==> src/rtl/decimal_criss_cross_multiplier_macros.svh <==
// Assertion macros used by the decimal criss-cross multiplier top level.
`ifndef DECIMAL_CRISS_CROSS_MULTIPLIER_MACROS_SVH
`define DECIMAL_CRISS_CROSS_MULTIPLIER_MACROS_SVH

// Same-cycle implication, disabled while reset is asserted.
`define DCCM_ASSERT_IMPL(label, clk, rst_n, ante, cons, msg) \
  label: assert property (@(posedge clk) disable iff (!rst_n) (ante) |-> (cons)) \
    else $error(msg);

// Next-cycle implication, disabled while reset is asserted.
`define DCCM_ASSERT_NXT(label, clk, rst_n, ante, cons, msg) \
  label: assert property (@(posedge clk) disable iff (!rst_n) (ante) |=> (cons)) \
    else $error(msg);

`endif

==> src/rtl/dccm_pkg.sv <==
// Shared widths, constants and the column tag type of the decimal multiplier.
package dccm_pkg;

  localparam int unsigned BCD_W   = 64;  // packed BCD operand width
  localparam int unsigned CNT_W   = 5;   // digit count width
  localparam int unsigned DIGIT_W = 4;   // one BCD nibble
  localparam int unsigned POS_W   = 5;   // product digit position

  // Group of four digit products: 4 * 15 * 15 = 900 fits in 10 bits.
  localparam int unsigned GRP_DIGITS = 4;
  localparam int unsigned PART_W     = 10;

  // Column sum: at most 16 * 225 plus a carry of at most 400.
  localparam int unsigned SUM_W   = 13;
  localparam int unsigned CARRY_W = 10;

  // Divide by ten as (sum * 6554) >> 16, exact for sums below 16384.
  localparam int unsigned RECIP_W     = 14;
  localparam int unsigned RECIP_10    = 6554;
  localparam int unsigned RECIP_SHIFT = 16;
  localparam int unsigned DECIMAL_BASE = 10;

  // Tag that travels with one column through the sum stage.
  typedef struct packed {
    logic              vld;       // column entry present
    logic              extra;     // final-carry slot after the last column
    logic              last_col;  // last regular column
    logic [POS_W-1:0]  col;       // column index
  } col_tag_t;

endpackage

==> src/rtl/dccm_chan_if.sv <==
// Valid/ready channel interfaces for operand items and product digits.
interface dccm_in_if;
  logic                          valid;
  logic                          ready;
  logic [dccm_pkg::BCD_W-1:0]    multiplicand_bcd;
  logic [dccm_pkg::CNT_W-1:0]    multiplicand_digits;
  logic [dccm_pkg::BCD_W-1:0]    multiplier_bcd;
  logic [dccm_pkg::CNT_W-1:0]    multiplier_digits;

  modport source (
    output valid, multiplicand_bcd, multiplicand_digits, multiplier_bcd, multiplier_digits,
    input  ready
  );
  modport sink (
    input  valid, multiplicand_bcd, multiplicand_digits, multiplier_bcd, multiplier_digits,
    output ready
  );
endinterface

interface dccm_out_if;
  logic                          valid;
  logic                          ready;
  logic [dccm_pkg::DIGIT_W-1:0]  product_digit;
  logic [dccm_pkg::POS_W-1:0]    digit_position;
  logic                          last_digit;

  modport source (
    output valid, product_digit, digit_position, last_digit,
    input  ready
  );
  modport sink (
    input  valid, product_digit, digit_position, last_digit,
    output ready
  );
endinterface

==> src/rtl/dccm_col_sum.sv <==
// Column partial-sum stage: digit products of one column, summed in groups of four.
module dccm_col_sum #(
  parameter int unsigned DIGITS = 16
) (
  input  logic                              clk,
  input  logic                              rst_n,
  input  logic                              adv,
  input  dccm_pkg::col_tag_t                tag_in,
  input  logic [DIGITS*dccm_pkg::DIGIT_W-1:0] a_dig,
  input  logic [DIGITS*dccm_pkg::DIGIT_W-1:0] w_dig,
  output dccm_pkg::col_tag_t                tag_r,
  output logic [((DIGITS+dccm_pkg::GRP_DIGITS-1)/dccm_pkg::GRP_DIGITS)-1:0]
               [dccm_pkg::PART_W-1:0]       part_r
);

  localparam int unsigned NGRP  = (DIGITS + dccm_pkg::GRP_DIGITS - 1) / dccm_pkg::GRP_DIGITS;
  localparam int unsigned PAD_W = NGRP * dccm_pkg::GRP_DIGITS * dccm_pkg::DIGIT_W;

  logic [PAD_W-1:0]                    a_pad;
  logic [PAD_W-1:0]                    w_pad;
  logic [NGRP-1:0][dccm_pkg::PART_W-1:0] part_nxt;

  // Pad both digit vectors to whole groups with zero digits
  assign a_pad = PAD_W'(a_dig);
  assign w_pad = PAD_W'(w_dig);

  // Multiply aligned digit pairs and add four products per group
  always_comb begin
    for (int g = 0; g < NGRP; g++) begin
      part_nxt[g] = '0;
      for (int j = 0; j < dccm_pkg::GRP_DIGITS; j++) begin
        part_nxt[g] = part_nxt[g]
          + dccm_pkg::PART_W'(a_pad[(g*dccm_pkg::GRP_DIGITS+j)*dccm_pkg::DIGIT_W +: dccm_pkg::DIGIT_W])
          * dccm_pkg::PART_W'(w_pad[(g*dccm_pkg::GRP_DIGITS+j)*dccm_pkg::DIGIT_W +: dccm_pkg::DIGIT_W]);
      end
    end
  end

  // Advance the tag with the pipeline
  always_ff @(posedge clk) begin
    if (!rst_n) begin
      tag_r <= '0;
    end else if (adv) begin
      tag_r <= tag_in;
    end
  end

  // Hold the group sums
  always_ff @(posedge clk) begin
    if (adv) begin
      part_r <= part_nxt;
    end
  end

endmodule

==> src/rtl/decimal_criss_cross_multiplier.sv <==
// Top level of the decimal criss-cross multiplier: column sequencer, carry stage, output.
//
//  channel | dir | handshake           | payload
//  in_ch   | in  | valid / ready       | multiplicand_bcd, multiplicand_digits,
//          |     |                     | multiplier_bcd, multiplier_digits
//  out_ch  | out | valid / ready       | product_digit, digit_position, last_digit
//
// An item with la and lb digits occupies the column sequencer for the load, then la + lb - 1
// columns, one per cycle while out_ch does not stall, then the final-carry slot; in_ch.ready
// rises again after that.
// The multiplier digits walk one digit per cycle through a shift register window, holding while out_ch stalls.
// The first product digit passes the column-sum and output registers; then one per cycle unless out_ch stalls.
// A stall on out_ch freezes both pipeline stages and the sequencer.
// Reset is synchronous, active low, and clears the sequencer and all valid flags.
module decimal_criss_cross_multiplier #(
  parameter int unsigned DIGITS = 16
) (
  input  logic         clk,
  input  logic         rst_n,
  dccm_in_if.sink      in_ch,
  dccm_out_if.source   out_ch
);

`include "decimal_criss_cross_multiplier_macros.svh"

  localparam int unsigned DW   = DIGITS * dccm_pkg::DIGIT_W;
  localparam int unsigned NGRP = (DIGITS + dccm_pkg::GRP_DIGITS - 1) / dccm_pkg::GRP_DIGITS;
  localparam int unsigned PROD_W = dccm_pkg::SUM_W + dccm_pkg::RECIP_W;

  typedef enum logic [1:0] {
    ST_IDLE = 2'b01,
    ST_RUN  = 2'b10
  } state_t;

  state_t                         state_r;
  logic [DW-1:0]                  a_r;
  logic [DW-1:0]                  w_r;
  logic [DW-1:0]                  bsh_r;
  logic [dccm_pkg::CNT_W-1:0]     cols_r;
  logic [dccm_pkg::POS_W-1:0]     k_r;
  logic [dccm_pkg::CARRY_W-1:0]   carry_r;

  logic                           out_vld_r;
  logic [dccm_pkg::DIGIT_W-1:0]   out_digit_r;
  logic [dccm_pkg::POS_W-1:0]     out_pos_r;
  logic                           out_last_r;

  logic                           adv;
  logic                           in_xfer;
  logic                           issue;
  logic [dccm_pkg::CNT_W-1:0]     la;
  logic [dccm_pkg::CNT_W-1:0]     lb;
  logic [DW-1:0]                  a_ld;
  logic [DW-1:0]                  b_ld;
  dccm_pkg::col_tag_t             tag_in;
  dccm_pkg::col_tag_t             col_tag;
  logic [NGRP-1:0][dccm_pkg::PART_W-1:0] part;

  logic [dccm_pkg::CARRY_W-1:0]   carry_in;
  logic [dccm_pkg::SUM_W-1:0]     sum;
  logic [PROD_W-1:0]              recip_prod;
  logic [dccm_pkg::CARRY_W-1:0]   quot;
  logic [dccm_pkg::SUM_W-1:0]     rem;

  // Saturate a digit count into 1..DIGITS
  function automatic logic [dccm_pkg::CNT_W-1:0] clamp_len(
    input logic [dccm_pkg::CNT_W-1:0] n
  );
    logic [dccm_pkg::CNT_W-1:0] res;
    res = n;
    if (n == '0) begin
      res = dccm_pkg::CNT_W'(1);
    end else if (n > dccm_pkg::CNT_W'(DIGITS)) begin
      res = dccm_pkg::CNT_W'(DIGITS);
    end
    return res;
  endfunction

  assign adv     = !out_vld_r || out_ch.ready;
  assign in_xfer = in_ch.valid && in_ch.ready;
  assign issue   = (state_r == ST_RUN) && adv;

  assign in_ch.ready = (state_r == ST_IDLE);

  // Clamp counts and drop digits above them
  assign la = clamp_len(in_ch.multiplicand_digits);
  assign lb = clamp_len(in_ch.multiplier_digits);

  always_comb begin
    for (int i = 0; i < DIGITS; i++) begin
      a_ld[i*dccm_pkg::DIGIT_W +: dccm_pkg::DIGIT_W] =
        (dccm_pkg::CNT_W'(i) < la) ? in_ch.multiplicand_bcd[i*dccm_pkg::DIGIT_W +: dccm_pkg::DIGIT_W]
                                   : '0;
      b_ld[i*dccm_pkg::DIGIT_W +: dccm_pkg::DIGIT_W] =
        (dccm_pkg::CNT_W'(i) < lb) ? in_ch.multiplier_bcd[i*dccm_pkg::DIGIT_W +: dccm_pkg::DIGIT_W]
                                   : '0;
    end
  end

  // Tag the column being issued
  always_comb begin
    tag_in.vld      = issue;
    tag_in.extra    = (k_r == dccm_pkg::POS_W'(cols_r));
    tag_in.last_col = (k_r == dccm_pkg::POS_W'(cols_r - dccm_pkg::CNT_W'(1)));
    tag_in.col      = k_r;
  end

  // Column sequencer: load operands, then walk the multiplier window one digit per column
  always_ff @(posedge clk) begin
    if (!rst_n) begin
      state_r <= ST_IDLE;
      k_r     <= '0;
    end else begin
      unique case (state_r)
        ST_IDLE: begin
          if (in_xfer) begin
            state_r <= ST_RUN;
            k_r     <= '0;
          end
        end
        ST_RUN: begin
          if (issue) begin
            k_r <= k_r + dccm_pkg::POS_W'(1);
            if (tag_in.extra) begin
              state_r <= ST_IDLE;
            end
          end
        end
        default: begin
          state_r <= ST_IDLE;
        end
      endcase
    end
  end

  // Operand and window shift registers
  always_ff @(posedge clk) begin
    if (in_xfer) begin
      a_r    <= a_ld;
      w_r    <= DW'(b_ld[dccm_pkg::DIGIT_W-1:0]);
      bsh_r  <= b_ld >> dccm_pkg::DIGIT_W;
      cols_r <= la + lb - dccm_pkg::CNT_W'(1);
    end else if (issue) begin
      w_r    <= DW'({w_r, bsh_r[dccm_pkg::DIGIT_W-1:0]});
      bsh_r  <= bsh_r >> dccm_pkg::DIGIT_W;
    end
  end

  dccm_col_sum #(
    .DIGITS (DIGITS)
  ) u_col_sum (
    .clk    (clk),
    .rst_n  (rst_n),
    .adv    (adv),
    .tag_in (tag_in),
    .a_dig  (a_r),
    .w_dig  (w_r),
    .tag_r  (col_tag),
    .part_r (part)
  );

  // Add group sums and carry, then split into digit and next carry
  always_comb begin
    carry_in = (col_tag.col == '0) ? '0 : carry_r;
    sum      = dccm_pkg::SUM_W'(carry_in);
    for (int g = 0; g < NGRP; g++) begin
      sum = sum + dccm_pkg::SUM_W'(part[g]);
    end
    recip_prod = PROD_W'(sum) * PROD_W'(dccm_pkg::RECIP_10);
    quot       = recip_prod[dccm_pkg::RECIP_SHIFT +: dccm_pkg::CARRY_W];
    rem        = sum - dccm_pkg::SUM_W'({quot, 3'b000}) - dccm_pkg::SUM_W'({quot, 1'b0});
  end

  // Carry between columns
  always_ff @(posedge clk) begin
    if (adv && col_tag.vld && !col_tag.extra) begin
      carry_r <= quot;
    end
  end

  // Output register: drop the final-carry slot when the carry is zero
  always_ff @(posedge clk) begin
    if (!rst_n) begin
      out_vld_r <= 1'b0;
    end else if (adv) begin
      out_vld_r <= col_tag.vld && (!col_tag.extra || (carry_r != '0));
    end
  end

  always_ff @(posedge clk) begin
    if (adv) begin
      out_pos_r <= col_tag.col;
      if (col_tag.extra) begin
        out_digit_r <= carry_r[dccm_pkg::DIGIT_W-1:0];
        out_last_r  <= 1'b1;
      end else begin
        out_digit_r <= rem[dccm_pkg::DIGIT_W-1:0];
        out_last_r  <= col_tag.last_col && (quot == '0);
      end
    end
  end

  assign out_ch.valid          = out_vld_r;
  assign out_ch.product_digit  = out_digit_r;
  assign out_ch.digit_position = out_pos_r;
  assign out_ch.last_digit     = out_last_r;

  // Checks on sequencer and divide-by-ten datapath
  `DCCM_ASSERT_NXT(a_load_starts_run, clk, rst_n, in_xfer, state_r == ST_RUN, "load did not start column run")
  `DCCM_ASSERT_IMPL(a_col_in_range, clk, rst_n, state_r == ST_RUN, k_r <= dccm_pkg::POS_W'(cols_r), "column index past final-carry slot")
  `DCCM_ASSERT_IMPL(a_rem_decimal, clk, rst_n, col_tag.vld && !col_tag.extra, rem < dccm_pkg::SUM_W'(dccm_pkg::DECIMAL_BASE), "column remainder not a decimal digit")

endmodule

==> src/flat_wrapper.sv <==
// flat-port wrapper written by rule: the top's interface ports become plain ports
module decimal_criss_cross_multiplier_flat 
#(
  parameter int unsigned DIGITS = 16
)
  (clk, rst_n, in_ch_valid, in_ch_multiplicand_bcd, in_ch_multiplicand_digits, in_ch_multiplier_bcd, in_ch_multiplier_digits, in_ch_ready, out_ch_valid, out_ch_product_digit, out_ch_digit_position, out_ch_last_digit, out_ch_ready);
  dccm_in_if in_ch_i ();
  dccm_out_if out_ch_i ();
  input  logic clk;
  input  logic rst_n;
  input wire logic [$bits(in_ch_i.valid)-1:0] in_ch_valid;
  input wire logic [$bits(in_ch_i.multiplicand_bcd)-1:0] in_ch_multiplicand_bcd;
  input wire logic [$bits(in_ch_i.multiplicand_digits)-1:0] in_ch_multiplicand_digits;
  input wire logic [$bits(in_ch_i.multiplier_bcd)-1:0] in_ch_multiplier_bcd;
  input wire logic [$bits(in_ch_i.multiplier_digits)-1:0] in_ch_multiplier_digits;
  output wire logic [$bits(in_ch_i.ready)-1:0] in_ch_ready;
  output wire logic [$bits(out_ch_i.valid)-1:0] out_ch_valid;
  output wire logic [$bits(out_ch_i.product_digit)-1:0] out_ch_product_digit;
  output wire logic [$bits(out_ch_i.digit_position)-1:0] out_ch_digit_position;
  output wire logic [$bits(out_ch_i.last_digit)-1:0] out_ch_last_digit;
  input wire logic [$bits(out_ch_i.ready)-1:0] out_ch_ready;
  assign in_ch_i.valid = in_ch_valid;
  assign in_ch_i.multiplicand_bcd = in_ch_multiplicand_bcd;
  assign in_ch_i.multiplicand_digits = in_ch_multiplicand_digits;
  assign in_ch_i.multiplier_bcd = in_ch_multiplier_bcd;
  assign in_ch_i.multiplier_digits = in_ch_multiplier_digits;
  assign in_ch_ready = in_ch_i.ready;
  assign out_ch_valid = out_ch_i.valid;
  assign out_ch_product_digit = out_ch_i.product_digit;
  assign out_ch_digit_position = out_ch_i.digit_position;
  assign out_ch_last_digit = out_ch_i.last_digit;
  assign out_ch_i.ready = out_ch_ready;
  decimal_criss_cross_multiplier #(.DIGITS(DIGITS)) u_core (.clk(clk), .rst_n(rst_n), .in_ch(in_ch_i), .out_ch(out_ch_i));
endmodule
==> config.mk <==
export PLATFORM = sky130hd
export DESIGN_NAME = decimal_criss_cross_multiplier_flat
export DESIGN_NICKNAME = d
export VERILOG_FILES = /design/src/rtl/dccm_pkg.sv /design/src/rtl/dccm_chan_if.sv /design/src/rtl/dccm_col_sum.sv /design/src/rtl/decimal_criss_cross_multiplier.sv /design/src/flat_wrapper.sv
export VERILOG_INCLUDE_DIRS = /design/src /design/src/rtl
export SDC_FILE = /design/constraint.sdc
export NUM_CORES = 1
export LEC_CHECK = 0
export BUFFER_PORTS_ARGS = -buffer_cell sky130_fd_sc_hd__buf_2
export CAP_MARGIN = 20
export CORE_MARGIN = 1.5
export CORE_UTILIZATION = 57
export DETAILED_ROUTE_END_ITERATION = 7
export HOLD_SLACK_MARGIN = 0.06
export PLACE_DENSITY_LB_ADDON = 0.1
export SKIP_CTS_REPAIR_TIMING = 1
export SLEW_MARGIN = 20
export SYNTH_ARGS = -nofsm -noshare
export SYNTH_HDL_FRONTEND = slang
export SYNTH_SLANG_ARGS = --single-unit
==> constraint.sdc <==
create_clock -name clk -period 9 [get_ports clk]
set_input_delay 0.45 -clock clk [delete_from_list [all_inputs] [get_ports clk]]
set_output_delay 0.45 -clock clk [all_outputs]
set_load 0.01 [all_outputs]
==> impl_metrics.json <==
{
  "clock_latency_ps": 570,
  "wl_per_cell_um": 17.0,
  "finalCriticalPeriod_ps": 9500,
  "grt_overflow": 0,
  "violations": "setup timing",
  "hpwl_um": 41500,
  "required_ps": 9370,
  "outcome": "complete, but fails checks",
  "path_clk_slew_ps": 60,
  "synthCells": 2195,
  "vias_per_cell": 5.26,
  "io_pins": 154,
  "drc": 0,
  "power_density_nw_per_um2": 405,
  "dieArea_um2": 41500,
  "setup_violations": 4,
  "crit_arrival_ps": 9870,
  "h-tree-depth": 1,
  "grt_antenna_before_repair": 0,
  "io_buffers": 153,
  "track_usage": 0.252,
  "cp-end-kind": "flop",
  "relSlewSlack": 0.351,
  "cp_max_fo": 3,
  "layout.nets": 3107,
  "pre_cts_ws_ps": -582,
  "ys_seq_elements": 269,
  "drt_iter0_markers": 612,
  "gp_congestion": 0.917,
  "areaGrowthSynthToFinish_pct": 16.5,
  "drv_cap": 0,
  "synth_edf_count": 193,
  "fmaxAchievable_mhz": 105,
  "clock-sinks": 269,
  "crit_slowest_cell": "or4_4",
  "drt_wl_total_um": 51000,
  "p_leak_nw": 12.8,
  "worstSetupStartpoint": "u_core.u_col_sum.tag_r[0]",
  "ir_drop_v": 0.000820,
  "rrSetupSlack_ps": -500,
  "hold_depth": 1,
  "die_w_um": 204,
  "yosys-top-cells-area": "edfxtp_1 25%, fa_1 22%, ha_1 14%",
  "grt_pass1_wl_um": 82400,
  "cts_inserted_buffers": 30,
  "start_util": 0.577,
  "tightest_slew_ps": 949,
  "fin_skew_ps": 24.3,
  "num_antenna_cells": 0,
  "cp-start-kind": "flop",
  "cts_tree": "yes",
  "rsz0062_at_grt": "true",
  "vias": 15800,
  "synthDistinctLibCells": 54,
  "yosysWarnings": 0,
  "root_buffer": "clkbuf_16",
  "ys_seq_area_frac": 0.319,
  "syn_avg_cell_area_um2": 10.4,
  "timing.final.hold_violations": 0,
  "grt_pass1_vias": 16500,
  "rr_startpoint": "u_core.u_col_sum.tag_r[0]",
  "clockBufferDepth": 3,
  "grt_max_degree": 81,
  "critPathKind": "reg -> reg",
  "slew_viol_final": 0,
  "reg2reg_to": "u_core.out_ch.last_digit",
  "fin_setup_tns_ps": -841,
  "yosysTopAreaCellShare": 0.253,
  "cp_common_cell": "fa_1",
  "setup_ws_ps": -496,
  "min_path_type": "in -> reg",
  "synth_top_area_cell": "edfxtp_1",
  "crit_end": "u_core.out_ch.last_digit",
  "fp.coreArea_um2": 39700,
  "synthArstFlopShare": 0,
  "synth_fp_nets": 2855,
  "first_pass_iters": 5,
  "rows": 73,
  "syn_area_um2": 22900,
  "fin_crit_sh": 1.06,
  "final_antenna_net_count": 0,
  "dp.cells": 2923,
  "postSynth.topFlopCell": "edfxtp_1",
  "critPathMaxStageDelay_ps": 540,
  "die_y_um": 204,
  "reg2reg_depth": 36,
  "layout.cells.non_filler": 2996,
  "drive_gt1_frac": 0.169
}
-- cell type report --
| type | count | area, um^2 |
|---|---|---|
| Clock buffer | 43 | 915 |
| Clock inverter | 13 | 130 |
| Fill cell | 3136 | 13000 |
| Inverter | 385 | 1450 |
| Multi-Input combinational cell | 1496 | 14600 |
| Sequential cell | 269 | 7320 |
| Tap cell | 525 | 657 |
| Timing Repair Buffer | 265 | 1620 |
-- worst max-delay path: cells and delay by family (launching register included) --
| family | cells | cell delay [ps] |
|---|---|---|
| flops | 1 | 320 |
| compound gates | 8 | 1670 |
| xor+xnor | 3 | 350 |
| simple gates | 7 | 2040 |
| fa+ha+maj | 11 | 4440 |
| buf+inv | 7 | 480 |
-- cell usage after synthesis, types with 2 or more instances --
cell type and n:
nor4_1 5, nand3_1 5, a2111oi_0 4, a21boi_0 12, a22o_1 48, a31oi_1 7
o21a_1 6, nor3_1 11, a211o_1 2, nor2_1 35, and2_1 173, or4_1 3
inv_1 384, clkbuf_1 45, nand2_1 286, ha_1 263, xnor2_1 53, o21ai_0 24
nand4_1 5, nand2b_1 6, dfxtp_1 76, or2_2 3, fa_1 255, o21ai_1 3
xor2_1 29, a21oi_1 124, a211oi_1 4, or3_1 3, edfxtp_1 193, nor4b_1 2
a21o_1 12, o21bai_1 19, a311oi_1 2, mux2i_1 2, and3_1 6, nor2b_1 67
-- through the flow --
step,util,area (um^2),hold slack [ps],power (mW)
floorplan,-,23100,431,5.78
global placement,0.632,25100,465,7.74
detailed placement,0.632,25100,479,7.84
CTS,0.658,26100,26.3,9.17
global route,0.673,26700,94.5,11.7
finish,0.673,26700,129,10.8
-- report_power, final --
part           switching [mW]  internal [mW]
Clock                   0.508          0.767
Combinational            3.81           4.04
Sequential             0.0766           1.63
Total                    4.40           6.44
-- placed cells by master, fill, tap and decap left out, types with 5 or more instances in the layout --
cell type	instances
inv_1	374
nand2_1	281
fa_1	253
ha_1	244
edfxtp_1	193
and2_1	172
buf_2	153
a21oi_1	108
buf_4	107
dfxtp_1	75
nor2b_1	66
a22o_1	48
xnor2_1	43
clkbuf_16	34
nor2_1	27
xor2_1	25
o21bai_1	19
ha_4	16
o21ai_0	15
a21oi_2	15
a21o_1	12
a21boi_0	11
inv_2	10
nor3_1	10
xnor2_2	9
nand2b_1	6
o21a_1	6
o21ai_1	6
and3_1	6
clkbuf_1	6
nor2_2	5
o21ai_2	5
nand2_2	5
nand4_1	5
-- flip-flops by register name, indices dropped and copies added (netlist names) --
| signal | cells |
|---|---|
| u_core.u_col_sum.tag_r | 8 |
| u_core.cols_r | 5 |
| u_core.w_r | 64 |
| u_core.out_ch.product_digit | 4 |
| u_core.out_ch.valid | 1 |
| u_core.state_r | 2 |
| u_core.k_r | 5 |
| u_core.bsh_r | 60 |
| u_core.u_col_sum.part_r | 40 |
| u_core.a_r | 64 |
| u_core.out_ch.digit_position | 5 |
| u_core.carry_r | 10 |
| u_core.out_ch.last_digit | 1 |
-- worst min path at each step --
stage	end	start
2_1_floorplan	u_core.out_ch.digit_position[3]	u_core.u_col_sum.tag_r[3]
3_3_place_gp	u_core.state_r[0]	u_core.state_r[0]
3_5_place_dp	u_core.state_r[1]	u_core.state_r[1]
4_1_cts	u_core.a_r[3]	in_ch_multiplicand_bcd[3]
5_1_grt	u_core.a_r[2]	in_ch_multiplicand_bcd[2]
6_report	u_core.a_r[2]	in_ch_multiplicand_bcd[2]
-- cells by family after synthesis --
family / after synthesis / share of synthesized area
multiplexers: 3 / 0.00136
buffers and inverters: 430 / 0.0704
AO/OA/AOI/OAI: 278 / 0.0784
flip-flops: 269 / 0.319
XOR/XNOR: 83 / 0.0323
adder cells (fa/ha/maj): 518 / 0.366
AND/OR/NAND/NOR: 614 / 0.133
-- per-layer routing --
| layer | GRT usage | share of wire |
|---|---|---|
| met5 | 0 | 0 |
| met4 | 0.0526 | 0.017 |
| met3 | 0.0300 | 0.045 |
| met2 | 0.428 | 0.49 |
| met1 | 0.351 | 0.45 |
No activity file was read; power rests on OpenSTA's default activity.
